**src/design/bra_pkg.sv**
```systemverilog
package bra_pkg;

    localparam int DATA_WIDTH = 64;
    localparam int FRAC_BITS  = 32;

    typedef struct packed {
        logic signed [63:0] value_fixed;
        logic [31:0]        denom_limit;
    } in_item_t;

    typedef struct packed {
        logic               ok;
        logic signed [63:0] numer_out;
        logic [31:0]        denom_out;
    } out_item_t;

    typedef struct packed {
        logic        start;
        logic [63:0] a;
        logic [63:0] b;
    } div_req_t;

    typedef struct packed {
        logic        done;
        logic [63:0] quo;
        logic [63:0] rem;
    } div_rsp_t;

    typedef struct packed {
        logic        start;
        logic [63:0] a;
        logic [63:0] b;
    } mul_req_t;

    typedef struct packed {
        logic         done;
        logic [127:0] prod;
    } mul_rsp_t;

endpackage

```
**src/design/bra_div.sv**
```systemverilog
module bra_div (
    input  logic              aclk,
    input  logic              aresetn,
    input  bra_pkg::div_req_t req,
    output bra_pkg::div_rsp_t rsp
);

    logic [63:0] quo_reg, quo_next;
    logic [63:0] rem_reg, rem_next;
    logic [63:0] den_reg, den_next;
    logic [6:0]  cnt_reg, cnt_next;
    logic        busy_reg, busy_next;
    logic        done_reg, done_next;
    logic [64:0] trial;
    logic [64:0] shifted;

    always_comb begin
        shifted   = {rem_reg, quo_reg[63]};
        trial     = shifted - {1'b0, den_reg};
        quo_next  = quo_reg;
        rem_next  = rem_reg;
        den_next  = den_reg;
        cnt_next  = cnt_reg;
        busy_next = busy_reg;
        done_next = 1'b0;
        if (req.start) begin
            quo_next  = req.a;
            rem_next  = '0;
            den_next  = req.b;
            cnt_next  = 7'd64;
            busy_next = 1'b1;
        end else if (busy_reg) begin
            if (!trial[64]) begin
                rem_next = trial[63:0];
                quo_next = {quo_reg[62:0], 1'b1};
            end else begin
                rem_next = shifted[63:0];
                quo_next = {quo_reg[62:0], 1'b0};
            end
            cnt_next = cnt_reg - 7'd1;
            if (cnt_reg == 7'd1) begin
                busy_next = 1'b0;
                done_next = 1'b1;
            end
        end
    end

    always_ff @(posedge aclk) begin
        if (!aresetn) begin
            busy_reg <= 1'b0;
            done_reg <= 1'b0;
            cnt_reg  <= '0;
        end else begin
            busy_reg <= busy_next;
            done_reg <= done_next;
            cnt_reg  <= cnt_next;
        end
        quo_reg <= quo_next;
        rem_reg <= rem_next;
        den_reg <= den_next;
    end

    assign rsp.done = done_reg;
    assign rsp.quo  = quo_reg;
    assign rsp.rem  = rem_reg;

endmodule

```
**config.mk**
```make
export PLATFORM = sky130hd
export DESIGN_NAME = bra_div
export DESIGN_NICKNAME = d
export VERILOG_FILES = /design/src/design/bra_pkg.sv /design/src/design/bra_div.sv
export SDC_FILE = /design/constraint.sdc
export NUM_CORES = 1
export LEC_CHECK = 0
export ABC_AREA = 1
export BUFFER_PORTS_ARGS = -buffer_cell sky130_fd_sc_hd__buf_4
export CAP_MARGIN = 5
export CORE_UTILIZATION = 59
export DETAILED_ROUTE_END_ITERATION = 7
export PLACE_DENSITY_LB_ADDON = 0.1
export SLEW_MARGIN = 0
export SYNTH_ARGS = -nofsm -noshare
export SYNTH_HDL_FRONTEND = slang
export SYNTH_SLANG_ARGS = --single-unit
export TNS_END_PERCENT = 50
```
**constraint.sdc**
```tcl
create_clock -name aclk -period 5.5 [get_ports aclk]
set_clock_uncertainty 0.2 [all_clocks]
set_input_delay 1.1 -clock aclk [delete_from_list [all_inputs] [get_ports aclk]]
set_output_delay 1.1 -clock aclk [all_outputs]
set_load 0.02 [all_outputs]
```
==> out/qor.yml <==
area_growth_pct: 20.0
coreArea_mm2: 0.0238
worst_setup_path_end_kind: "flip-flop"
synth-warning-count: 0
drt_iter0_drc: 1596
yosysSeqAreaShare_pct: 36.7
crit_fanout: 40
hold_viol: 0
reg2reg_slack_ns: 1.57
clk_latency_ns: 0.55
hp-start: "rem_reg[21]"
hold_buffers: 0
reg2reg_from: "quo_reg[63]"
drt-vias-per-instance: 5.21
critPathMaxStageDelay_ns: 0.72
rsz0062_at_grt: "false"
die_w_um: 159
io_pins: 260
cpMostUsedCell: "nand2_1"
cp_data_required_time_ns: 5.72
crit_family: "simple AND/OR/NAND/NOR gates"
min_path_type: "reg -> reg"
maxSlewHeadroom_pct: 28.6
firstDrtPassIters: 7
hpwl_um: 35800
ctsHtreeMaxLevel: 1
power_per_cell_area_mw_per_mm2: 225
synthAdderAreaFrac_pct: 5.85
min_period_ns: 3.93
die_y_um: 159
portBuffers: 259
wl_per_cell_um: 16.8
synthMuxAreaShare_pct: 0
mostFrequentLayoutCell: "nand2_1"
synth.cell_area_mm2: 0.0145
setup_viol: 0
synthSimpleGateAreaFrac_pct: 38.1
cts_buffers: 22
synth-compound-area-share_pct: 2.53
grt_pass1_wl_um: 73900
cts_sinks: 201
gr-usage-all-layers_pct: 38.5
cap_violations: 0
syn_nets: 2506
ys.flop_type: "edfxtp_1"
crit_buf_inv: 3
synth-async-reset-ratio_pct: 0
fillers: 1834
n_antenna_cell: 0
synth_edf_count: 128
synthDistinctLibCells: 37
nets: 2752
clk_path_buf_depth: 3
cp-start-kind: "flip-flop"
crit_type: "reg -> reg"
num_vias: 15066
grt_pass1_vias: 14330
syn_avg_cell_area_um2: 6.27
cts_tree: "yes"
final_cell_mix: "1,095 x nand2_1, 501 x inv_1, 264 x buf_4"
dieArea_mm2: 0.0251
globalplace.congestion: 1.01
post_cts_buffers: 0
final_util_pct: 73.1
cpMaxStageDelayCell: "nand2_2"
status: "finished clean"
p_leak_nw: 10.2
fp-row-count: 56
synth_top_family_by_area: "simple AND/OR/NAND/NOR gates"
drive_above_1_share_pct: 12.7
drt-total-wl_um: 48500
grt_overflow_total: 0
slew_viol_final: 0
drc: 0
antenna_found_initial: 0
path_clk_slew_ns: 0.07
setup_tns_ns: 0
arrival_ns: 4.15
setup.worst_path.start: "quo_reg[63]"
tightest_slew_ns: 1.07
postRouteAntennaNets: 0
synth_cells: 2308
start_util_pct: 60.9
grt_max_degree: 89
cts_resized: 0
synth_seq_cells: 201
root_buffer: "clkbuf_16"
fmax_mhz: 255
max-vdd-ir-drop_mv: 0.297
finalCritPeriodShare_pct: 71.4
synth-xor-area-share_pct: 1.88
cp_cell_sequence: "inv_1 > ha_1 > fa_1 > inv_1 > nand2_1 > nand2_1 > nand3_1 > nand2_2 > nand2_1 > nand2_1 > nand2_2 > nand2_4 > nand2_4 > nand2_2 > nand2_1 > nand2_2 > buf_4 > nand2_1 > nand3_1 > nand2_1"
[worst min-delay path, delay by kind of cell, from the launching register on]
family | cells | cell delay (ns)
AND/OR/NAND/NOR | 2 | 0.11
flip-flops | 1 | 0.33
[final cells by class]
type                    instances  area [um2]  area share (%)
clock buffers                  33         622            3.58
clock inverters                 7         109           0.627
inverters                     514        1930            11.1
multi-input cells            1551        7010            40.4
flip-flops and latches        201        5310            30.6
well taps                     319         399            2.30
repair buffers                264        1980            11.4
[cells in the mapped netlist (3+ instances only)]
cell	number	area share, %
inv_1	503	13
nand2_4	3	0.23
nor3_1	16	0.55
inv_2	5	0.13
edfxtp_1	128	27
nand4_1	8	0.35
buf_6	8	0.62
nor2_2	7	0.30
ha_1	66	5.7
nand3_1	120	4.2
nor2_1	111	2.9
o21ai_0	7	0.24
xor2_1	5	0.30
clkinv_1	6	0.16
xnor2_1	26	1.6
nand3b_1	8	0.42
o21ai_1	6	0.21
nand2_1	1096	28
buf_2	8	0.28
buf_1	4	0.10
dfxtp_1	73	10
o21bai_1	3	0.16
clkbuf_1	21	0.55
nand2_2	7	0.30
a21oi_1	51	1.8
[report_power, final]
| part | total (W) | internal (W) | switching (W) |
|---|---|---|---|
| combinational | 0.000598 | 0.000222 | 0.000376 |
| sequential | 0.00178 | 0.00172 | 0.0000584 |
| clock | 0.00153 | 0.000880 | 0.000647 |
[worst paths after layout]
check | endpoint | cells after the start
worst max-delay path | rem_reg[20] | 20
worst min-delay path | rem_reg[21] | 2
worst max register to register | rem_reg[20] | 20
worst min register to register | rem_reg[21] | 2
[layer usage]
layer	wire length (um)	up-vias	track usage [%]
met1	19500	6732	46.6
met3	3730	199	6.42
met5	0	-	0
met4	2630	0	19.5
li1	-	7353	-
met2	22600	782	66.0
[per-stage QoR]
stage / setup WS [ns] / hold WS [ns] / total power, W / area [um2] / std cells
floorplan: 2.08 / 0.245 / 0.00211 / 14500 / 2308
global placement: 1.90 / 0.255 / 0.00235 / 16600 / 2849
detailed placement: 1.68 / 0.266 / 0.00237 / 16600 / 2849
CTS: 1.64 / 0.289 / 0.00388 / 17400 / 2889
global route: 1.31 / 0.311 / 0.00400 / 17400 / 2889
finish: 1.57 / 0.290 / 0.00390 / 17400 / 2889
[cells by family after synthesis]
kind of cell	Yosys count
adder cells (fa/ha/maj)	67
AO/OA/AOI/OAI	70
flip-flops	201
buffers and inverters	556
AND/OR/NAND/NOR	1383
XOR/XNOR	31
(Power assumes the default switching activity.)
