===== config.mk =====
export PLATFORM = sky130hd
export DESIGN_NAME = bra_mul
export DESIGN_NICKNAME = d
export VERILOG_FILES = /design/src/design/bra_pkg.sv /design/src/design/bra_mul.sv
export SDC_FILE = /design/constraint.sdc
export NUM_CORES = 2
export LEC_CHECK = 0
export BUFFER_PORTS_ARGS = -buffer_cell sky130_fd_sc_hd__buf_2
export CAP_MARGIN = 20
export CORE_MARGIN = 2
export CORE_UTILIZATION = 28
export CTS_BUF_LIST = sky130_fd_sc_hd__clkbuf_4 sky130_fd_sc_hd__clkbuf_8
export DETAILED_ROUTE_END_ITERATION = 10
export PLACE_DENSITY = 0.41
export SLEW_MARGIN = 15
export SYNTH_ARGS = -nofsm -noshare
export SYNTH_HDL_FRONTEND = slang
export SYNTH_SLANG_ARGS = --single-unit

===== constraint.sdc =====
create_clock -name aclk -period 13.85 [get_ports aclk]
set_input_delay 0.6925 -clock aclk [delete_from_list [all_inputs] [get_ports aclk]]
set_output_delay 0.6925 -clock aclk [all_outputs]
set_load 0.02 [all_outputs]

===== src/design/bra_pkg.sv =====
package bra_pkg;

    localparam int DATA_WIDTH = 64;
    localparam int FRAC_BITS  = 32;

    typedef struct packed {
        logic signed [63:0] value_fixed;
        logic [31:0]        denom_limit;
    } in_item_t;

    typedef struct packed {
        logic               ok;
        logic signed [63:0] numer_out;
        logic [31:0]        denom_out;
    } out_item_t;

    typedef struct packed {
        logic        start;
        logic [63:0] a;
        logic [63:0] b;
    } div_req_t;

    typedef struct packed {
        logic        done;
        logic [63:0] quo;
        logic [63:0] rem;
    } div_rsp_t;

    typedef struct packed {
        logic        start;
        logic [63:0] a;
        logic [63:0] b;
    } mul_req_t;

    typedef struct packed {
        logic         done;
        logic [127:0] prod;
    } mul_rsp_t;

endpackage


===== src/design/bra_mul.sv =====
module bra_mul (
    input  logic              aclk,
    input  logic              aresetn,
    input  bra_pkg::mul_req_t req,
    output bra_pkg::mul_rsp_t rsp
);

    // 32x32 partial products, one per cycle
    logic [63:0]  a_reg, a_next;
    logic [63:0]  b_reg, b_next;
    logic [127:0] acc_reg, acc_next;
    logic [2:0]   step_reg, step_next;
    logic         busy_reg, busy_next;
    logic         done_reg, done_next;
    logic [31:0]  opa, opb;
    logic [63:0]  pp_reg;
    logic [127:0] pp_ext;
    logic [1:0]   pp_idx_reg;
    logic         pp_vld_reg;

    always_comb begin
        opa = step_reg[0] ? a_reg[63:32] : a_reg[31:0];
        opb = step_reg[1] ? b_reg[63:32] : b_reg[31:0];
        unique case ({pp_idx_reg[1], pp_idx_reg[0]})
            2'b00:   pp_ext = {64'd0, pp_reg};
            2'b11:   pp_ext = {pp_reg, 64'd0};
            default: pp_ext = {32'd0, pp_reg, 32'd0};
        endcase
        a_next    = a_reg;
        b_next    = b_reg;
        acc_next  = pp_vld_reg ? acc_reg + pp_ext : acc_reg;
        step_next = step_reg;
        busy_next = busy_reg;
        done_next = 1'b0;
        if (req.start) begin
            a_next    = req.a;
            b_next    = req.b;
            acc_next  = '0;
            step_next = '0;
            busy_next = 1'b1;
        end else if (busy_reg) begin
            step_next = step_reg + 3'd1;
            if (step_reg == 3'd4) begin
                busy_next = 1'b0;
                done_next = 1'b1;
            end
        end
    end

    always_ff @(posedge aclk) begin
        if (!aresetn) begin
            busy_reg   <= 1'b0;
            done_reg   <= 1'b0;
            step_reg   <= '0;
            pp_vld_reg <= 1'b0;
        end else begin
            busy_reg   <= busy_next;
            done_reg   <= done_next;
            step_reg   <= step_next;
            pp_vld_reg <= busy_reg && !req.start && (step_reg < 3'd4);
        end
        pp_reg     <= opa * opb;
        pp_idx_reg <= step_reg[1:0];
        a_reg      <= a_next;
        b_reg      <= b_next;
        acc_reg    <= acc_next;
    end

    assign rsp.done = done_reg;
    assign rsp.prod = acc_reg;

endmodule


==> impl_summary.txt <==
----------------------------------------------------
[Run status]
  Status ... complete, no violations

[Clock tree]
  Total setup buffers inserted after CTS ... 0
  H-tree depth ... 2
  Clock tree root buffer cell ... sky130_fd_sc_hd__clkbuf_8
  Later-pin clock latency in the skew report ... 0.79 ns
  Number of resized instances in the post-cts repair step ... 0
  TritonCTS clock tree ... built
  CTS Hold Bufs ... 24
  Clk slew on worst S/H paths ... 0.07 ns
  Cts bufs inserted ... 61
  Longest Clk Path Bufs ... 3
  CTS sink count ... 328

[Die]
  # rows ... 158
  Placeable core area ... 0.1856 mm^2
  I/O Pins ... 260
  Die height ... 436.5 um
  Full die area ... 0.1905 mm^2
  Initial standard-cell utilization of the core ... 28.21%
  Die Wd ... 436.5 um

[Synthesis]
  Number of flops mapped to enable cells by yosys ... 128
  Yosys cell types ... 87
  Gate count of the mapped netlist ... 5957
  Warnings from Yosys ... 0
  Synth Net Count ... 7379
  Leading register cell type out of synthesis ... sky130_fd_sc_hd__dfxtp_1
  Post-synthesis sequential element count ... 328
  Syn Area/Cell ... 8.791 um^2
  FFs w/ async S/R, synth ... 0%
  Cell area after technology mapping ... 0.05237 mm^2
  Register area share after synthesis ... 14.99%

[Routing]
  DRC marker count from the first detailed-route iteration ... 3043
  Average vias per placed instance ... 4.933
  Total DRC errors in the routed layout ... 0
  Vias ... 42560
  Antenna Nets Post-Route ... 0
  Total wirelength of the detailed-routed design ... 217200 um
  Detailed-route wire length per cell ... 25.18 um
  First-pass detailed-route iteration total ... 6

[Critical path]
  Kind of capture point of the worst setup path ... flop
  Data arrival, critical path ... 10.84 ns
  Startpoint class of the critical path ... flop
  Critical Path Max Stage Delay ... 1.02 ns
  Classification of the worst setup path ... reg2reg
  Sum of buffers and inverters on the critical path ... 5
  Req. time, crit path ... 14.52 ns
  Max Fanout on Critical Path ... 45
  Critical Path Slowest Stage Cell ... sky130_fd_sc_hd__mux2i_4
  Largest delay share family, worst path ... adder cells
  Most prevalent standard cell on the critical path ... sky130_fd_sc_hd__fa_1
  R2R cell count ... 27
  Slack of the worst reg-to-reg path ... 3.68 ns
  Beginning of the worst register-to-register path ... step_reg[0]
  Critical register-to-register path endpoint ... pp_reg[63]

[Timing]
  Actual transition at the worst max-transition pin ... 1.143 ns
  Worst-case hold slack ... 0.09142 ns
  Min setup slack post-route ... 3.680 ns
  Setup violation total in the final timing report ... 0
  Skew final ... 0.07281 ns
  Setup Total Neg Slack ... 0 ns
  Tcrit/Tclk final ... 73.43%
  F_max ... 98.33 MHz
  Final hold violation count ... 0
  Unrepaired setup endpoints after global routing ... false
  Tmin final ... 10.17 ns
  Slew margin rel. ... 22.18%
  Final Max Tran Viols ... 0

[Final layout]
  Multi-input gate area ... 0.04007 mm^2
  Proportion of layout cells with a drive suffix above 1 ... 9.881%
  Fill cell count ... 19690
  Storage element area ... 0.007859 mm^2
  Synth-to-Final Area Change ... 11.25%
  Number of flip-flops in the largest register ... 128
  Final Net Count ... 7515

[Global route]
  Leftover overflow at the end of global routing ... 0
  Overall routing resource usage ... 22.54%
  Largest net degree at the start of global routing ... 100
  Via count of the first global-routing pass ... 44020
  Antenna violations before repair ... 6
  Wire length of the first global-routing pass ... 312200 um

[Worst hold path]
  Hold Path Class ... in2reg
  Worst Hold Path EP ... a_reg[49]
  Count of cells along the worst hold path ... 1
  Worst Min Path Start ... req[113]

[Placed design]
  HPWL after detailed placement ... 171400 um
  GPL Wtd Cong ... 0.8900
  Port bufs ... 259
  Post-placement setup slack ... 3.702 ns

[Run]
  Maxcap violations ... 0

----------------------------------------------------
==> kinds of logic (layout without fill, tap and decap cells) <==
family | count (synthesis) | count (layout) | synth area share, %
AOI/OAI and AO/OA | 860 | 860 | 10.39
adders and majority gates | 1291 | 1291 | 43.70
muxes | 204 | 204 | 4.052
DFF | 328 | 328 | 14.99
xor gates and xnor gates | 181 | 181 | 3.027
buffers and inverters | 1252 | 1438 | 9.034
and+or+nand+nor | 1841 | 1841 | 14.81
other | 0 | 3 | 0
==> worst register-to-register path: cells and delay by family (launching register included) <==
kind            cells  cell delay, ns
compound gates      9            2.59
fa+ha+maj           9            4.24
buf+inv             5            0.88
flops               1            0.85
mux                 2            1.27
simple gates        2            0.25
==> placed cells by master (no fill, tap or decap), types with 128 or more instances in the layout <==
master	instances
sky130_fd_sc_hd__inv_1	958
sky130_fd_sc_hd__ha_1	393
sky130_fd_sc_hd__dfxtp_1	197
sky130_fd_sc_hd__fa_1	897
sky130_fd_sc_hd__a21oi_1	260
sky130_fd_sc_hd__edfxtp_1	128
sky130_fd_sc_hd__nor2_1	794
sky130_fd_sc_hd__buf_2	258
sky130_fd_sc_hd__o21ai_0	178
sky130_fd_sc_hd__nand2_1	712
==> cell usage after synthesis, types with 25 or more instances <==
library cell,count,share of area (%)
sky130_fd_sc_hd__edfxtp_1,128,7.3
sky130_fd_sc_hd__xnor2_1,112,1.9
sky130_fd_sc_hd__a21o_1,88,1.3
sky130_fd_sc_hd__nand4_1,76,0.91
sky130_fd_sc_hd__clkbuf_1,245,1.8
sky130_fd_sc_hd__and2_1,73,0.87
sky130_fd_sc_hd__nor3_1,26,0.25
sky130_fd_sc_hd__o21ai_1,52,0.50
sky130_fd_sc_hd__xor2_1,69,1.2
sky130_fd_sc_hd__dfxtp_1,200,7.6
sky130_fd_sc_hd__a22o_1,35,0.59
sky130_fd_sc_hd__mux2i_1,140,2.7
sky130_fd_sc_hd__fa_1,897,34
sky130_fd_sc_hd__nand3_1,31,0.30
sky130_fd_sc_hd__o21ai_0,178,1.7
sky130_fd_sc_hd__mux2_2,64,1.4
sky130_fd_sc_hd__o21bai_1,45,0.65
sky130_fd_sc_hd__o21a_1,28,0.40
sky130_fd_sc_hd__nor2_1,795,5.7
sky130_fd_sc_hd__buf_1,25,0.18
sky130_fd_sc_hd__nand2b_1,28,0.33
sky130_fd_sc_hd__a21oi_1,260,2.5
sky130_fd_sc_hd__ha_1,394,9.4
sky130_fd_sc_hd__nand2_1,712,5.1
sky130_fd_sc_hd__inv_1,958,6.9
==> area by class of cell <==
class / instances / area share, %
Multi-Input combinational cell: 4377 / 68.79
Sequential cell: 328 / 13.49
Inverter: 959 / 6.179
Tap cell: 2480 / 5.326
Timing Repair Buffer: 366 / 3.724
Clock buffer: 86 / 1.860
Clock inverter: 27 / 0.6228
Antenna cell: 3 / 0.01289
==> per-layer routing <==
metal | up-vias | share of wire (%) | GRT usage (%)
met5 | - | 0.019 | 0
met4 | 6 | 4.0 | 7.797
met3 | 320 | 6.2 | 3.835
met2 | 1463 | 44 | 35.50
met1 | 21540 | 45 | 31.11
li1 | 19230 | - | -
==> worst max-delay path by stage <==
stage	end	slack, ns	cells after the start	startpoint
4_1_cts	pp_reg[63]	3.67	27	step_reg[0]
3_3_place_gp	pp_reg[58]	3.89	28	step_reg[0]
5_1_grt	pp_reg[63]	3.26	27	step_reg[0]
6_report	pp_reg[63]	3.68	27	step_reg[0]
2_1_floorplan	pp_reg[58]	5.12	30	step_reg[1]
3_5_place_dp	pp_reg[63]	3.70	27	step_reg[0]
==> stage by stage <==
step	util, %	area, um^2	std cells
final	31.38	58260	8626
after global routing	31.38	58250	8624
after CTS	31.38	58250	8623
after detailed placement	30.47	56570	8486
after global placement	30.47	56570	8486
after floorplan	-	52370	5957
Power is not shown: default switching activity piles up to over one toggle a cycle in this logic, so the estimate is an artifact.
